--- config.mk ---
export PLATFORM = sky130hd
export DESIGN_NAME = ascii85_stream_decoder_top
export DESIGN_NICKNAME = d
export VERILOG_FILES = /design/src/rtl/core/a85_pkg.sv /design/src/rtl/core/a85_front.sv /design/src/rtl/core/a85_fifo.sv /design/src/rtl/core/a85_back.sv /design/src/rtl/core/ascii85_stream_decoder_top.sv
export VERILOG_INCLUDE_DIRS = /design/src /design/src/rtl/core
export SDC_FILE = /design/constraint.sdc
export NUM_CORES = 1
export LEC_CHECK = 0
export BUFFER_PORTS_ARGS = -buffer_cell sky130_fd_sc_hd__buf_2
export CAP_MARGIN = 5
export CORE_MARGIN = 1
export CORE_UTILIZATION = 65
export DETAILED_ROUTE_END_ITERATION = 8
export PLACE_DENSITY = 0.83
export SETUP_SLACK_MARGIN = 0.05
export SKIP_CTS_REPAIR_TIMING = 1
export SLEW_MARGIN = 20
export SYNTH_ARGS = -nofsm -noshare
export SYNTH_HDL_FRONTEND = slang
export SYNTH_HIERARCHICAL = 1
export SYNTH_SLANG_ARGS = --single-unit
--- constraint.sdc ---
create_clock -name clk_i -period 10.05 [get_ports clk_i]
set_clock_uncertainty 0.05 [all_clocks]
set_input_delay 1.005 -clock clk_i [delete_from_list [all_inputs] [get_ports clk_i]]
set_output_delay 1.005 -clock clk_i [all_outputs]
set_load 0.02 [all_outputs]
--- src/rtl/core/ascii85_stream_decoder_top_macros.svh ---
// Assertion helpers for the Ascii85 decoder. The module using them must
// have clk_i and rst_ni in scope.
`ifndef ASCII85_STREAM_DECODER_TOP_MACROS_SVH
`define ASCII85_STREAM_DECODER_TOP_MACROS_SVH

// Same-cycle property.
`define A85_ASSERT(name, prop, msg) \
  name: assert property (@(posedge clk_i) disable iff (!rst_ni) (prop)) else $error(msg);

// Antecedent now, consequent in the next cycle.
`define A85_ASSERT_NEXT(name, ante, cons, msg) \
  name: assert property (@(posedge clk_i) disable iff (!rst_ni) (ante) |=> (cons)) \
    else $error(msg);

`endif

--- src/rtl/core/a85_pkg.sv ---
package a85_pkg;

  localparam int unsigned QUEUE_DEPTH = 4;
  localparam int unsigned MULT_W      = 20;

  localparam logic [7:0] CH_LT    = 8'h3C;
  localparam logic [7:0] CH_GT    = 8'h3E;
  localparam logic [7:0] CH_TILDE = 8'h7E;
  localparam logic [7:0] CH_Z     = 8'h7A;
  localparam logic [7:0] CH_BANG  = 8'h21;
  localparam logic [7:0] CH_U     = 8'h75;
  localparam logic [7:0] CH_SP    = 8'h20;
  localparam logic [7:0] CH_TAB   = 8'h09;
  localparam logic [7:0] CH_CR    = 8'h0D;
  localparam logic [7:0] CH_LF    = 8'h0A;

  localparam logic [MULT_W-1:0] RADIX = MULT_W'(85);

  typedef enum logic [2:0] {
    PH_LT    = 3'd0,
    PH_TILDE = 3'd1,
    PH_BODY  = 3'd2,
    PH_GT    = 3'd3,
    PH_DONE  = 3'd4
  } phase_e;

  typedef enum logic [2:0] {
    ST_OK          = 3'd0,
    ST_BAD_START   = 3'd1,
    ST_BAD_CHAR    = 3'd2,
    ST_MISSING_END = 3'd3,
    ST_TRAILING    = 3'd4
  } status_e;

  // One queued job: nbytes data bytes of word (MSB first), then an optional
  // status-only result. The final result of a job carries last.
  typedef struct packed {
    logic [31:0] word;
    logic [2:0]  nbytes;
    logic        tail;
    status_e     status;
  } job_t;

  // Padding a group of n digits with 'u' (84) k = 5-n times equals
  // w*85^k + 85^k - 1.
  function automatic logic [MULT_W-1:0] pad_mult(input logic [2:0] cnt);
    logic [MULT_W-1:0] m;
    begin
      case (cnt)
        3'd2:    m = MULT_W'(614125);
        3'd3:    m = MULT_W'(7225);
        3'd4:    m = MULT_W'(85);
        default: m = MULT_W'(1);
      endcase
      return m;
    end
  endfunction

endpackage

--- src/rtl/core/a85_front.sv ---
`include "ascii85_stream_decoder_top_macros.svh"

module a85_front (
  input  logic            clk_i,
  input  logic            rst_ni,
  input  logic            in_valid_i,
  input  logic [7:0]      in_char_i,
  input  logic            end_of_input_i,
  output logic            in_ready_o,
  input  logic            full_i,
  output logic            push_o,
  output a85_pkg::job_t   job_o
);

  a85_pkg::phase_e phase_q, phase_d, phase_nxt;
  logic [31:0] group_q, group_d;
  logic [2:0]  count_q, count_d;
  logic        err_q, err_d;

  logic        fire;
  logic        is_space, is_digit;
  logic [7:0]  digit8;
  logic        bad, flush, zero_word, digit_en, word_done;
  a85_pkg::status_e bad_st;

  logic [a85_pkg::MULT_W-1:0] mult, addend;
  logic [31:0] prod;
  logic [31:0] mac;

  assign in_ready_o = !full_i;
  assign fire       = in_valid_i && in_ready_o;

  assign is_space = (in_char_i == a85_pkg::CH_SP) || (in_char_i == a85_pkg::CH_TAB) ||
                    (in_char_i == a85_pkg::CH_CR) || (in_char_i == a85_pkg::CH_LF);
  assign is_digit = (in_char_i >= a85_pkg::CH_BANG) && (in_char_i <= a85_pkg::CH_U);
  assign digit8   = in_char_i - a85_pkg::CH_BANG;

  // Shared multiply-add: digit accumulate or end-of-stream padding.
  always_comb begin
    if (end_of_input_i) begin
      mult   = a85_pkg::pad_mult(count_q);
      addend = mult - a85_pkg::MULT_W'(1);
    end else begin
      mult   = a85_pkg::RADIX;
      addend = {{(a85_pkg::MULT_W-7){1'b0}}, digit8[6:0]};
    end
  end

  // 32 x 20 product, kept modulo 2^32.
  assign prod = group_q * {{(32-a85_pkg::MULT_W){1'b0}}, mult};
  assign mac  = prod + {{(32-a85_pkg::MULT_W){1'b0}}, addend};

  // Classify the character against the framing state.
  always_comb begin
    bad       = 1'b0;
    bad_st    = a85_pkg::ST_OK;
    flush     = 1'b0;
    zero_word = 1'b0;
    digit_en  = 1'b0;
    phase_nxt = phase_q;
    if (!err_q) begin
      if (end_of_input_i) begin
        unique case (phase_q) inside
          a85_pkg::PH_LT, a85_pkg::PH_TILDE: begin
            bad    = 1'b1;
            bad_st = a85_pkg::ST_BAD_START;
          end
          a85_pkg::PH_BODY, a85_pkg::PH_GT: begin
            bad    = 1'b1;
            bad_st = a85_pkg::ST_MISSING_END;
          end
          default: begin
            flush     = 1'b1;
            phase_nxt = a85_pkg::PH_LT;
          end
        endcase
      end else if (!is_space) begin
        unique case (phase_q)
          a85_pkg::PH_LT: begin
            if (in_char_i == a85_pkg::CH_LT) begin
              phase_nxt = a85_pkg::PH_TILDE;
            end else begin
              bad    = 1'b1;
              bad_st = a85_pkg::ST_BAD_START;
            end
          end
          a85_pkg::PH_TILDE: begin
            if (in_char_i == a85_pkg::CH_TILDE) begin
              phase_nxt = a85_pkg::PH_BODY;
            end else begin
              bad    = 1'b1;
              bad_st = a85_pkg::ST_BAD_START;
            end
          end
          a85_pkg::PH_BODY: begin
            if (in_char_i == a85_pkg::CH_TILDE) begin
              phase_nxt = a85_pkg::PH_GT;
            end else if (in_char_i == a85_pkg::CH_Z && count_q == 3'd0) begin
              zero_word = 1'b1;
            end else if (is_digit) begin
              digit_en = 1'b1;
            end else begin
              bad    = 1'b1;
              bad_st = a85_pkg::ST_BAD_CHAR;
            end
          end
          a85_pkg::PH_GT: begin
            if (in_char_i == a85_pkg::CH_GT) begin
              phase_nxt = a85_pkg::PH_DONE;
            end else begin
              bad    = 1'b1;
              bad_st = a85_pkg::ST_BAD_CHAR;
            end
          end
          default: begin
            bad    = 1'b1;
            bad_st = a85_pkg::ST_TRAILING;
          end
        endcase
      end
    end
  end

  assign word_done = digit_en && (count_q == 3'd4);

  // Next state.
  always_comb begin
    phase_d = phase_q;
    group_d = group_q;
    count_d = count_q;
    err_d   = err_q;
    if (fire) begin
      phase_d = phase_nxt;
      if (bad) begin
        err_d = 1'b1;
      end
      if (flush || word_done) begin
        group_d = '0;
        count_d = '0;
      end else if (digit_en) begin
        group_d = mac;
        count_d = count_q + 3'd1;
      end
    end
  end

  // Job toward the back end.
  always_comb begin
    push_o        = fire && (bad || flush || zero_word || word_done);
    job_o.word    = '0;
    job_o.nbytes  = '0;
    job_o.tail    = 1'b1;
    job_o.status  = a85_pkg::ST_OK;
    if (bad) begin
      job_o.status = bad_st;
    end else if (flush) begin
      job_o.word   = mac;
      job_o.nbytes = (count_q >= 3'd2) ? count_q - 3'd1 : 3'd0;
    end else if (zero_word || word_done) begin
      job_o.word   = zero_word ? 32'd0 : mac;
      job_o.nbytes = 3'd4;
      job_o.tail   = 1'b0;
    end
  end

  always_ff @(posedge clk_i or negedge rst_ni) begin
    if (!rst_ni) begin
      phase_q <= a85_pkg::PH_LT;
      group_q <= '0;
      count_q <= '0;
      err_q   <= 1'b0;
    end else begin
      phase_q <= phase_d;
      group_q <= group_d;
      count_q <= count_d;
      err_q   <= err_d;
    end
  end

  `A85_ASSERT_NEXT(a_err_sticky, err_q, err_q, "error flag cleared without reset")
  `A85_ASSERT(a_no_job_after_err, err_q |-> !push_o, "job issued after error")

endmodule

--- src/rtl/core/a85_fifo.sv ---
`include "ascii85_stream_decoder_top_macros.svh"

module a85_fifo #(
  parameter int unsigned Depth = a85_pkg::QUEUE_DEPTH
) (
  input  logic          clk_i,
  input  logic          rst_ni,
  input  logic          push_i,
  input  a85_pkg::job_t push_data_i,
  output logic          full_o,
  input  logic          pop_i,
  output logic          empty_o,
  output a85_pkg::job_t head_o
);

  localparam int unsigned PtrW = (Depth > 1) ? $clog2(Depth) : 1;
  localparam int unsigned CntW = $clog2(Depth + 1);

  a85_pkg::job_t mem_q [Depth];
  logic [PtrW-1:0] wr_ptr_q, wr_ptr_d, rd_ptr_q, rd_ptr_d;
  logic [CntW-1:0] cnt_q, cnt_d;

  assign full_o  = (cnt_q == CntW'(Depth));
  assign empty_o = (cnt_q == '0);
  assign head_o  = mem_q[rd_ptr_q];

  always_comb begin
    wr_ptr_d = wr_ptr_q;
    rd_ptr_d = rd_ptr_q;
    cnt_d    = cnt_q;
    if (push_i) begin
      wr_ptr_d = (wr_ptr_q == PtrW'(Depth - 1)) ? '0 : wr_ptr_q + PtrW'(1);
    end
    if (pop_i) begin
      rd_ptr_d = (rd_ptr_q == PtrW'(Depth - 1)) ? '0 : rd_ptr_q + PtrW'(1);
    end
    if (push_i && !pop_i) begin
      cnt_d = cnt_q + CntW'(1);
    end else if (pop_i && !push_i) begin
      cnt_d = cnt_q - CntW'(1);
    end
  end

  always_ff @(posedge clk_i) begin
    if (push_i) begin
      mem_q[wr_ptr_q] <= push_data_i;
    end
  end

  always_ff @(posedge clk_i or negedge rst_ni) begin
    if (!rst_ni) begin
      wr_ptr_q <= '0;
      rd_ptr_q <= '0;
      cnt_q    <= '0;
    end else begin
      wr_ptr_q <= wr_ptr_d;
      rd_ptr_q <= rd_ptr_d;
      cnt_q    <= cnt_d;
    end
  end

  `A85_ASSERT(a_no_overflow, push_i |-> !full_o, "push into full queue")
  `A85_ASSERT(a_no_underflow, pop_i |-> !empty_o, "pop from empty queue")

endmodule

--- src/rtl/core/a85_back.sv ---
`include "ascii85_stream_decoder_top_macros.svh"

module a85_back (
  input  logic          clk_i,
  input  logic          rst_ni,
  input  logic          empty_i,
  input  a85_pkg::job_t head_i,
  output logic          pop_o,
  output logic          out_valid_o,
  input  logic          out_ready_i,
  output logic [7:0]    data_byte_o,
  output logic          is_data_o,
  output logic [2:0]    status_o,
  output logic          last_o
);

  logic [1:0] idx_q, idx_d;
  logic       valid_q, valid_d;
  logic [7:0] byte_q, byte_d;
  logic       isd_q, isd_d;
  a85_pkg::status_e st_q, st_d;
  logic       last_q, last_d;

  logic       load;
  logic [2:0] last_idx;
  logic       final_res;
  logic [7:0] sel_byte;

  assign load      = !empty_i && (!valid_q || out_ready_i);
  assign last_idx  = head_i.nbytes + {2'b0, head_i.tail} - 3'd1;
  assign final_res = ({1'b0, idx_q} == last_idx);
  assign pop_o     = load && final_res;

  always_comb begin
    case (idx_q)
      2'd0:    sel_byte = head_i.word[31:24];
      2'd1:    sel_byte = head_i.word[23:16];
      2'd2:    sel_byte = head_i.word[15:8];
      default: sel_byte = head_i.word[7:0];
    endcase
  end

  always_comb begin
    idx_d   = idx_q;
    valid_d = valid_q;
    if (load) begin
      valid_d = 1'b1;
      idx_d   = final_res ? 2'd0 : idx_q + 2'd1;
    end else if (out_ready_i) begin
      valid_d = 1'b0;
    end
  end

  always_comb begin
    isd_d  = ({1'b0, idx_q} < head_i.nbytes);
    byte_d = isd_d ? sel_byte : 8'd0;
    st_d   = isd_d ? a85_pkg::ST_OK : head_i.status;
    last_d = final_res;
  end

  always_ff @(posedge clk_i or negedge rst_ni) begin
    if (!rst_ni) begin
      valid_q <= 1'b0;
      idx_q   <= '0;
    end else begin
      valid_q <= valid_d;
      idx_q   <= idx_d;
    end
  end

  always_ff @(posedge clk_i) begin
    if (load) begin
      byte_q <= byte_d;
      isd_q  <= isd_d;
      st_q   <= st_d;
      last_q <= last_d;
    end
  end

  assign out_valid_o = valid_q;
  assign data_byte_o = byte_q;
  assign is_data_o   = isd_q;
  assign status_o    = st_q;
  assign last_o      = last_q;

  `A85_ASSERT(a_status_is_last, (valid_q && !isd_q) |-> last_q,
    "status-only result not marked last")
  `A85_ASSERT(a_data_ok, (valid_q && isd_q) |-> (st_q == a85_pkg::ST_OK),
    "data result with nonzero status")

endmodule

--- src/rtl/core/ascii85_stream_decoder_top.sv ---
// Ascii85 stream decoder, one text character per transaction.
// Throughput: one character per cycle while the job queue has room; 'z' runs
// or output stalls fill it. Output drains one result per cycle while the receiver
// is ready (four bytes per word). A job goes into the job queue, then into
// the output register behind out_valid_o; queued jobs add wait.
// Reset (rst_ni low, async): framing awaits '<', group and error cleared.
module ascii85_stream_decoder_top #(
  parameter int unsigned QueueDepth = a85_pkg::QUEUE_DEPTH
) (
  input  logic       clk_i,
  input  logic       rst_ni,
  // input character stream
  input  logic       in_valid_i,
  output logic       in_ready_o,
  input  logic [7:0] in_char_i,
  input  logic       end_of_input_i,
  // decoded result stream
  output logic       out_valid_o,
  input  logic       out_ready_i,
  output logic [7:0] data_byte_o,
  output logic       is_data_o,
  output logic [2:0] status_o,
  output logic       last_o
);

  // Front end: framing state machine plus the base-85 accumulator. Each
  // accepted character produces at most one job: a full word (four bytes),
  // a status report, or the end-of-stream flush (padded bytes + status).
  // It only stalls when the job queue is full.
  logic          push, full, pop, empty;
  a85_pkg::job_t push_job, head_job;

  a85_front u_front (
    .clk_i          (clk_i),
    .rst_ni         (rst_ni),
    .in_valid_i     (in_valid_i),
    .in_char_i      (in_char_i),
    .end_of_input_i (end_of_input_i),
    .in_ready_o     (in_ready_o),
    .full_i         (full),
    .push_o         (push),
    .job_o          (push_job)
  );

  // Job queue: lets characters keep flowing while a word is being
  // serialized, and lets the back end stall on out_ready_i on its own.
  a85_fifo #(
    .Depth (QueueDepth)
  ) u_fifo (
    .clk_i       (clk_i),
    .rst_ni      (rst_ni),
    .push_i      (push),
    .push_data_i (push_job),
    .full_o      (full),
    .pop_i       (pop),
    .empty_o     (empty),
    .head_o      (head_job)
  );

  // Back end: walks the head job into the output register one result per cycle
  // unless out_ready_i stalls; the job pops when its last result is loaded.
  a85_back u_back (
    .clk_i       (clk_i),
    .rst_ni      (rst_ni),
    .empty_i     (empty),
    .head_i      (head_job),
    .pop_o       (pop),
    .out_valid_o (out_valid_o),
    .out_ready_i (out_ready_i),
    .data_byte_o (data_byte_o),
    .is_data_o   (is_data_o),
    .status_o    (status_o),
    .last_o      (last_o)
  );

endmodule

==> key figures <==
Synthesis
  – Syn Area/Cell: 11.7 um2
  – Fraction of synthesized cell area taken by the top area cell type: 25.3%
  – Syn nets: 2178
  – Commonest cells in the netlist: sky130_fd_sc_hd__inv_1 (394), sky130_fd_sc_hd__fa_1 (250), sky130_fd_sc_hd__ha_1 (198)
  – Mapped Area: 20000 um2
  – Async set-reset flop share out of synthesis: 22.5%
  – Synthesized instance count: 1717
  – Synthesis Warnings: 6
  – Sequential-to-total area share from yosys stat: 31.5%
  – Number of distinct standard cells referenced by the synthesized netlist: 69
  – Most frequent cell after synthesis: sky130_fd_sc_hd__inv_1
  – Leading register cell type out of synthesis: sky130_fd_sc_hd__edfxtp_1
  – Synth area leaders: sky130_fd_sc_hd__edfxtp_1 (25%), sky130_fd_sc_hd__fa_1 (25%), sky130_fd_sc_hd__ha_1 (12%)
  – Library cell with the largest summed area after synthesis: sky130_fd_sc_hd__edfxtp_1
  – Count of flip-flops with a built-in enable after synthesis: 169
  – Seq cells post-synth: 218

Route
  – Total number of vias: 12736
  – Drt drc: 0
  – Number of vias per cell after detailed routing: 5.96
  – Routed Wire Length: 47700 um
  – Count of antenna-violating nets left after detailed routing: 0
  – Number of detailed-route iterations in the first pass: 5
  – DRC marker count from the first detailed-route iteration: 1260
  – Per-cell routed wire length: 22.3 um

Global routing
  – Wire length of the first global-routing pass: 75100 um
  – Vias in the first global route: 13420
  – Total routing resource utilization after global routing: 32.1%
  – Grt ovf: 0
  – Maximum number of pins on one net before global-route repair: 50
  – Number of antenna violations at the first check in global routing: 0

Place
  – Cell Count Post-Placement: 2104
  – Final HPWL DP: 36800 um
  – Count of input and output buffers: 27
  – Worst slack at placement: 1060 ps
  – Global placer's final weighted congestion: 0.983

Floorplanning
  – Die Outline Area: 31500 um2
  – Die Y-Extent: 177 um
  – Number of top-level design ports: 28
  – Starting Density: 66.8%
  – Die width: 177 um
  – Area of the placeable core: 30000 um2
  – Number of rows in the core area: 63

Setup path
  – Top cell by count, worst path: sky130_fd_sc_hd__inv_1
  – Path type of the worst setup path: reg -> reg
  – Launching element type of the critical path: flop
  – Critical path data arrival time: 9020 ps
  – Nature of the critical path endpoint: flop
  – Largest incremental delay on the critical path: 670 ps
  – Slowest stage cell, crit path: sky130_fd_sc_hd__nand3_1
  – Worst-path fanout max: 14
  – Critical path data required time: 10160 ps

Finish
  – Core Util, Final: 70.4%
  – Area added between synthesis and finish: 5.37%
  – FF/Latch Area: 6300 um2
  – Layout net count: 2196
  – Multi-input gate area in the final layout: 12000 um2
  – Final cell count without fillers: 2137
  – Number of diodes added for antenna fixing: 0
  – Share of layout cells above drive strength 1: 9.44%
  – Fillers: 2071

Timing
  – Final Cycle Share: 88.7%
  – Worst-case headroom to the max-slew limit: 26.1%
  – Worst hold margin: 441 ps
  – Final worst path period need: 8910 ps
  – Number of pins with negative max-slew slack in the final report: 0
  – Max Clock Freq: 112 MHz
  – Setup Total Neg Slack: 0 ps
  – Least setup slack across all paths after layout: 1140 ps
  – Fin. Hold Viols: 0
  – Worst Tran Pin Value: 1110 ps
  – Setup violations, final: 0
  – Unrepaired setup endpoints after global routing: no

Clock tree
  – H-tree levels: 1
  – Worst-skew pair later-pin latency: 480 ps
  – Clock Root Buffer: sky130_fd_sc_hd__clkbuf_16
  – Clock Sinks: 218
  – Maximum buffer depth of the clock tree: 3
  – Clock tree from TritonCTS: built
  – Post-CTS clock slew at the launch and capture registers of the worst setup and hold paths: 70 ps
  – Number of buffers inserted during clock tree synthesis: 19

Pwr
  – Lkg Pwr: 9.89 nW
  – Total power per unit cell area: 118 nW/um2
  – Worst-case vdd ir drop: 171 uV

Run status
  – Status: finished, final reports clean

Run
  – Max capacitance violation total: 0

Worst hold path
  – Worst min path class: reg -> reg
==> path summary, 6_finish.rpt <==
| check | depth (start not counted) | end | startpoint | slack [ps] |
|---|---|---|---|---|
| max | 29 | u_fifo/mem_q[1][36] | u_front/count_q[0] | 1140 |
| min reg2reg | 1 | u_fifo/cnt_q[2] | u_fifo/cnt_q[2] | 440 |
| max reg2reg | 29 | u_fifo/mem_q[1][36] | u_front/count_q[0] | 1140 |
| min | 1 | u_fifo/cnt_q[2] | u_fifo/cnt_q[2] | 440 |
| min in group asynchronous | 2 | u_front/group_q[31] | rst_ni | 600 |
| max in group asynchronous | 2 | u_fifo/rd_ptr_q[0] | rst_ni | 8780 |
==> critical path: cells and delay by family, from the launching register on <==
kind / cells / cell delay [ps]
AOI/OAI and AO/OA: 7 / 1880
and+or+nand+nor: 4 / 1500
adders and majority gates: 9 / 3880
DFF: 1 / 470
xor gates and xnor gates: 2 / 370
buffers and inverters: 7 / 410
==> cells by family (layout without fill, tap and decap cells) <==
| logic type | count (synthesis) | in the layout | synth area share [%] |
|---|---|---|---|
| adder cells (fa/ha/maj) | 448 | 448 | 37.4 |
| buffers and inverters | 439 | 469 | 8.81 |
| AND/OR/NAND/NOR | 294 | 294 | 6.99 |
| flip-flops | 218 | 218 | 31.5 |
| AO/OA/AOI/OAI | 192 | 192 | 6.98 |
| XOR/XNOR | 80 | 80 | 3.57 |
| multiplexers | 46 | 46 | 4.79 |
==> metrics by stage <==
stage / area, um2 / total power, mW
floorplan: 20000 / 1.63
global placement: 20500 / 1.74
detailed placement: 20500 / 1.77
CTS: 21100 / 2.50
global route: 21100 / 2.58
finish: 21100 / 2.50
==> sequential cells by signal (all words and copies together), names as in the netlist <==
| register | flops |
|---|---|
| u_fifo/mem_q | 156 |
| u_front/group_q | 32 |
| u_back/data_byte_o | 8 |
| u_back/status_o | 3 |
| u_fifo/cnt_q | 3 |
| u_front/count_q | 3 |
| u_front/phase_q | 3 |
| u_back/idx_q | 2 |
| u_fifo/rd_ptr_q | 2 |
| u_fifo/wr_ptr_q | 2 |
| u_back/is_data_o | 1 |
| u_back/last_o | 1 |
| u_back/out_valid_o | 1 |
| u_front/err_q | 1 |
==> layout by cell type, fill, tap and decap left out, types with 4 or more instances in the layout <==
| cell type | count |
|---|---|
| sky130_fd_sc_hd__inv_1 | 394 |
| sky130_fd_sc_hd__fa_1 | 250 |
| sky130_fd_sc_hd__ha_1 | 198 |
| sky130_fd_sc_hd__edfxtp_1 | 169 |
| sky130_fd_sc_hd__nand2_1 | 120 |
| sky130_fd_sc_hd__nor2_1 | 60 |
| sky130_fd_sc_hd__and2_1 | 57 |
| sky130_fd_sc_hd__dfrtp_1 | 48 |
| sky130_fd_sc_hd__xnor2_1 | 46 |
| sky130_fd_sc_hd__a21oi_1 | 43 |
| sky130_fd_sc_hd__mux4_2 | 38 |
| sky130_fd_sc_hd__xor2_1 | 33 |
| sky130_fd_sc_hd__buf_2 | 27 |
| sky130_fd_sc_hd__o21ai_0 | 26 |
| sky130_fd_sc_hd__o21ai_2 | 21 |
| sky130_fd_sc_hd__clkbuf_16 | 20 |
| sky130_fd_sc_hd__buf_4 | 15 |
| sky130_fd_sc_hd__a31oi_1 | 12 |
| sky130_fd_sc_hd__nand3_1 | 10 |
| sky130_fd_sc_hd__o21bai_1 | 10 |
| sky130_fd_sc_hd__nor3_1 | 9 |
| sky130_fd_sc_hd__a21o_1 | 9 |
| sky130_fd_sc_hd__a22oi_1 | 8 |
| sky130_fd_sc_hd__o31ai_1 | 7 |
| sky130_fd_sc_hd__o21a_1 | 7 |
| sky130_fd_sc_hd__a22o_1 | 7 |
| sky130_fd_sc_hd__nor2b_1 | 6 |
| sky130_fd_sc_hd__a221oi_1 | 6 |
| sky130_fd_sc_hd__mux2_2 | 6 |
| sky130_fd_sc_hd__o21ai_1 | 5 |
| sky130_fd_sc_hd__a211oi_1 | 5 |
| sky130_fd_sc_hd__clkbuf_1 | 4 |
| sky130_fd_sc_hd__clkbuf_8 | 4 |
| sky130_fd_sc_hd__and2_2 | 4 |
| sky130_fd_sc_hd__and3_1 | 4 |
| sky130_fd_sc_hd__a31o_2 | 4 |
==> cell type report <==
class	instances	area share, %
Timing Repair Buffer	42	1.17
Sequential cell	218	29.9
Inverter	394	7.01
Clock buffer	28	2.70
Multi-Input combinational cell	1060	56.8
Tap cell	390	2.31
Clock inverter	5	0.154
==> power by group <==
part | switching [mW] | internal (mW)
Clock | 0.320 | 0.397
Sequential | 0.0460 | 1.06
Combinational | 0.400 | 0.279
Total | 0.766 | 1.73
==> metal layers <==
layer	up-vias	GRT usage, %	wire length [um]
met5	-	0	0
met4	0	7.34	1280
met3	98	3.47	3070
met2	611	54.1	23300
met1	6421	45.1	20100
li1	5606	-	-
(Power assumes the default switching activity.)
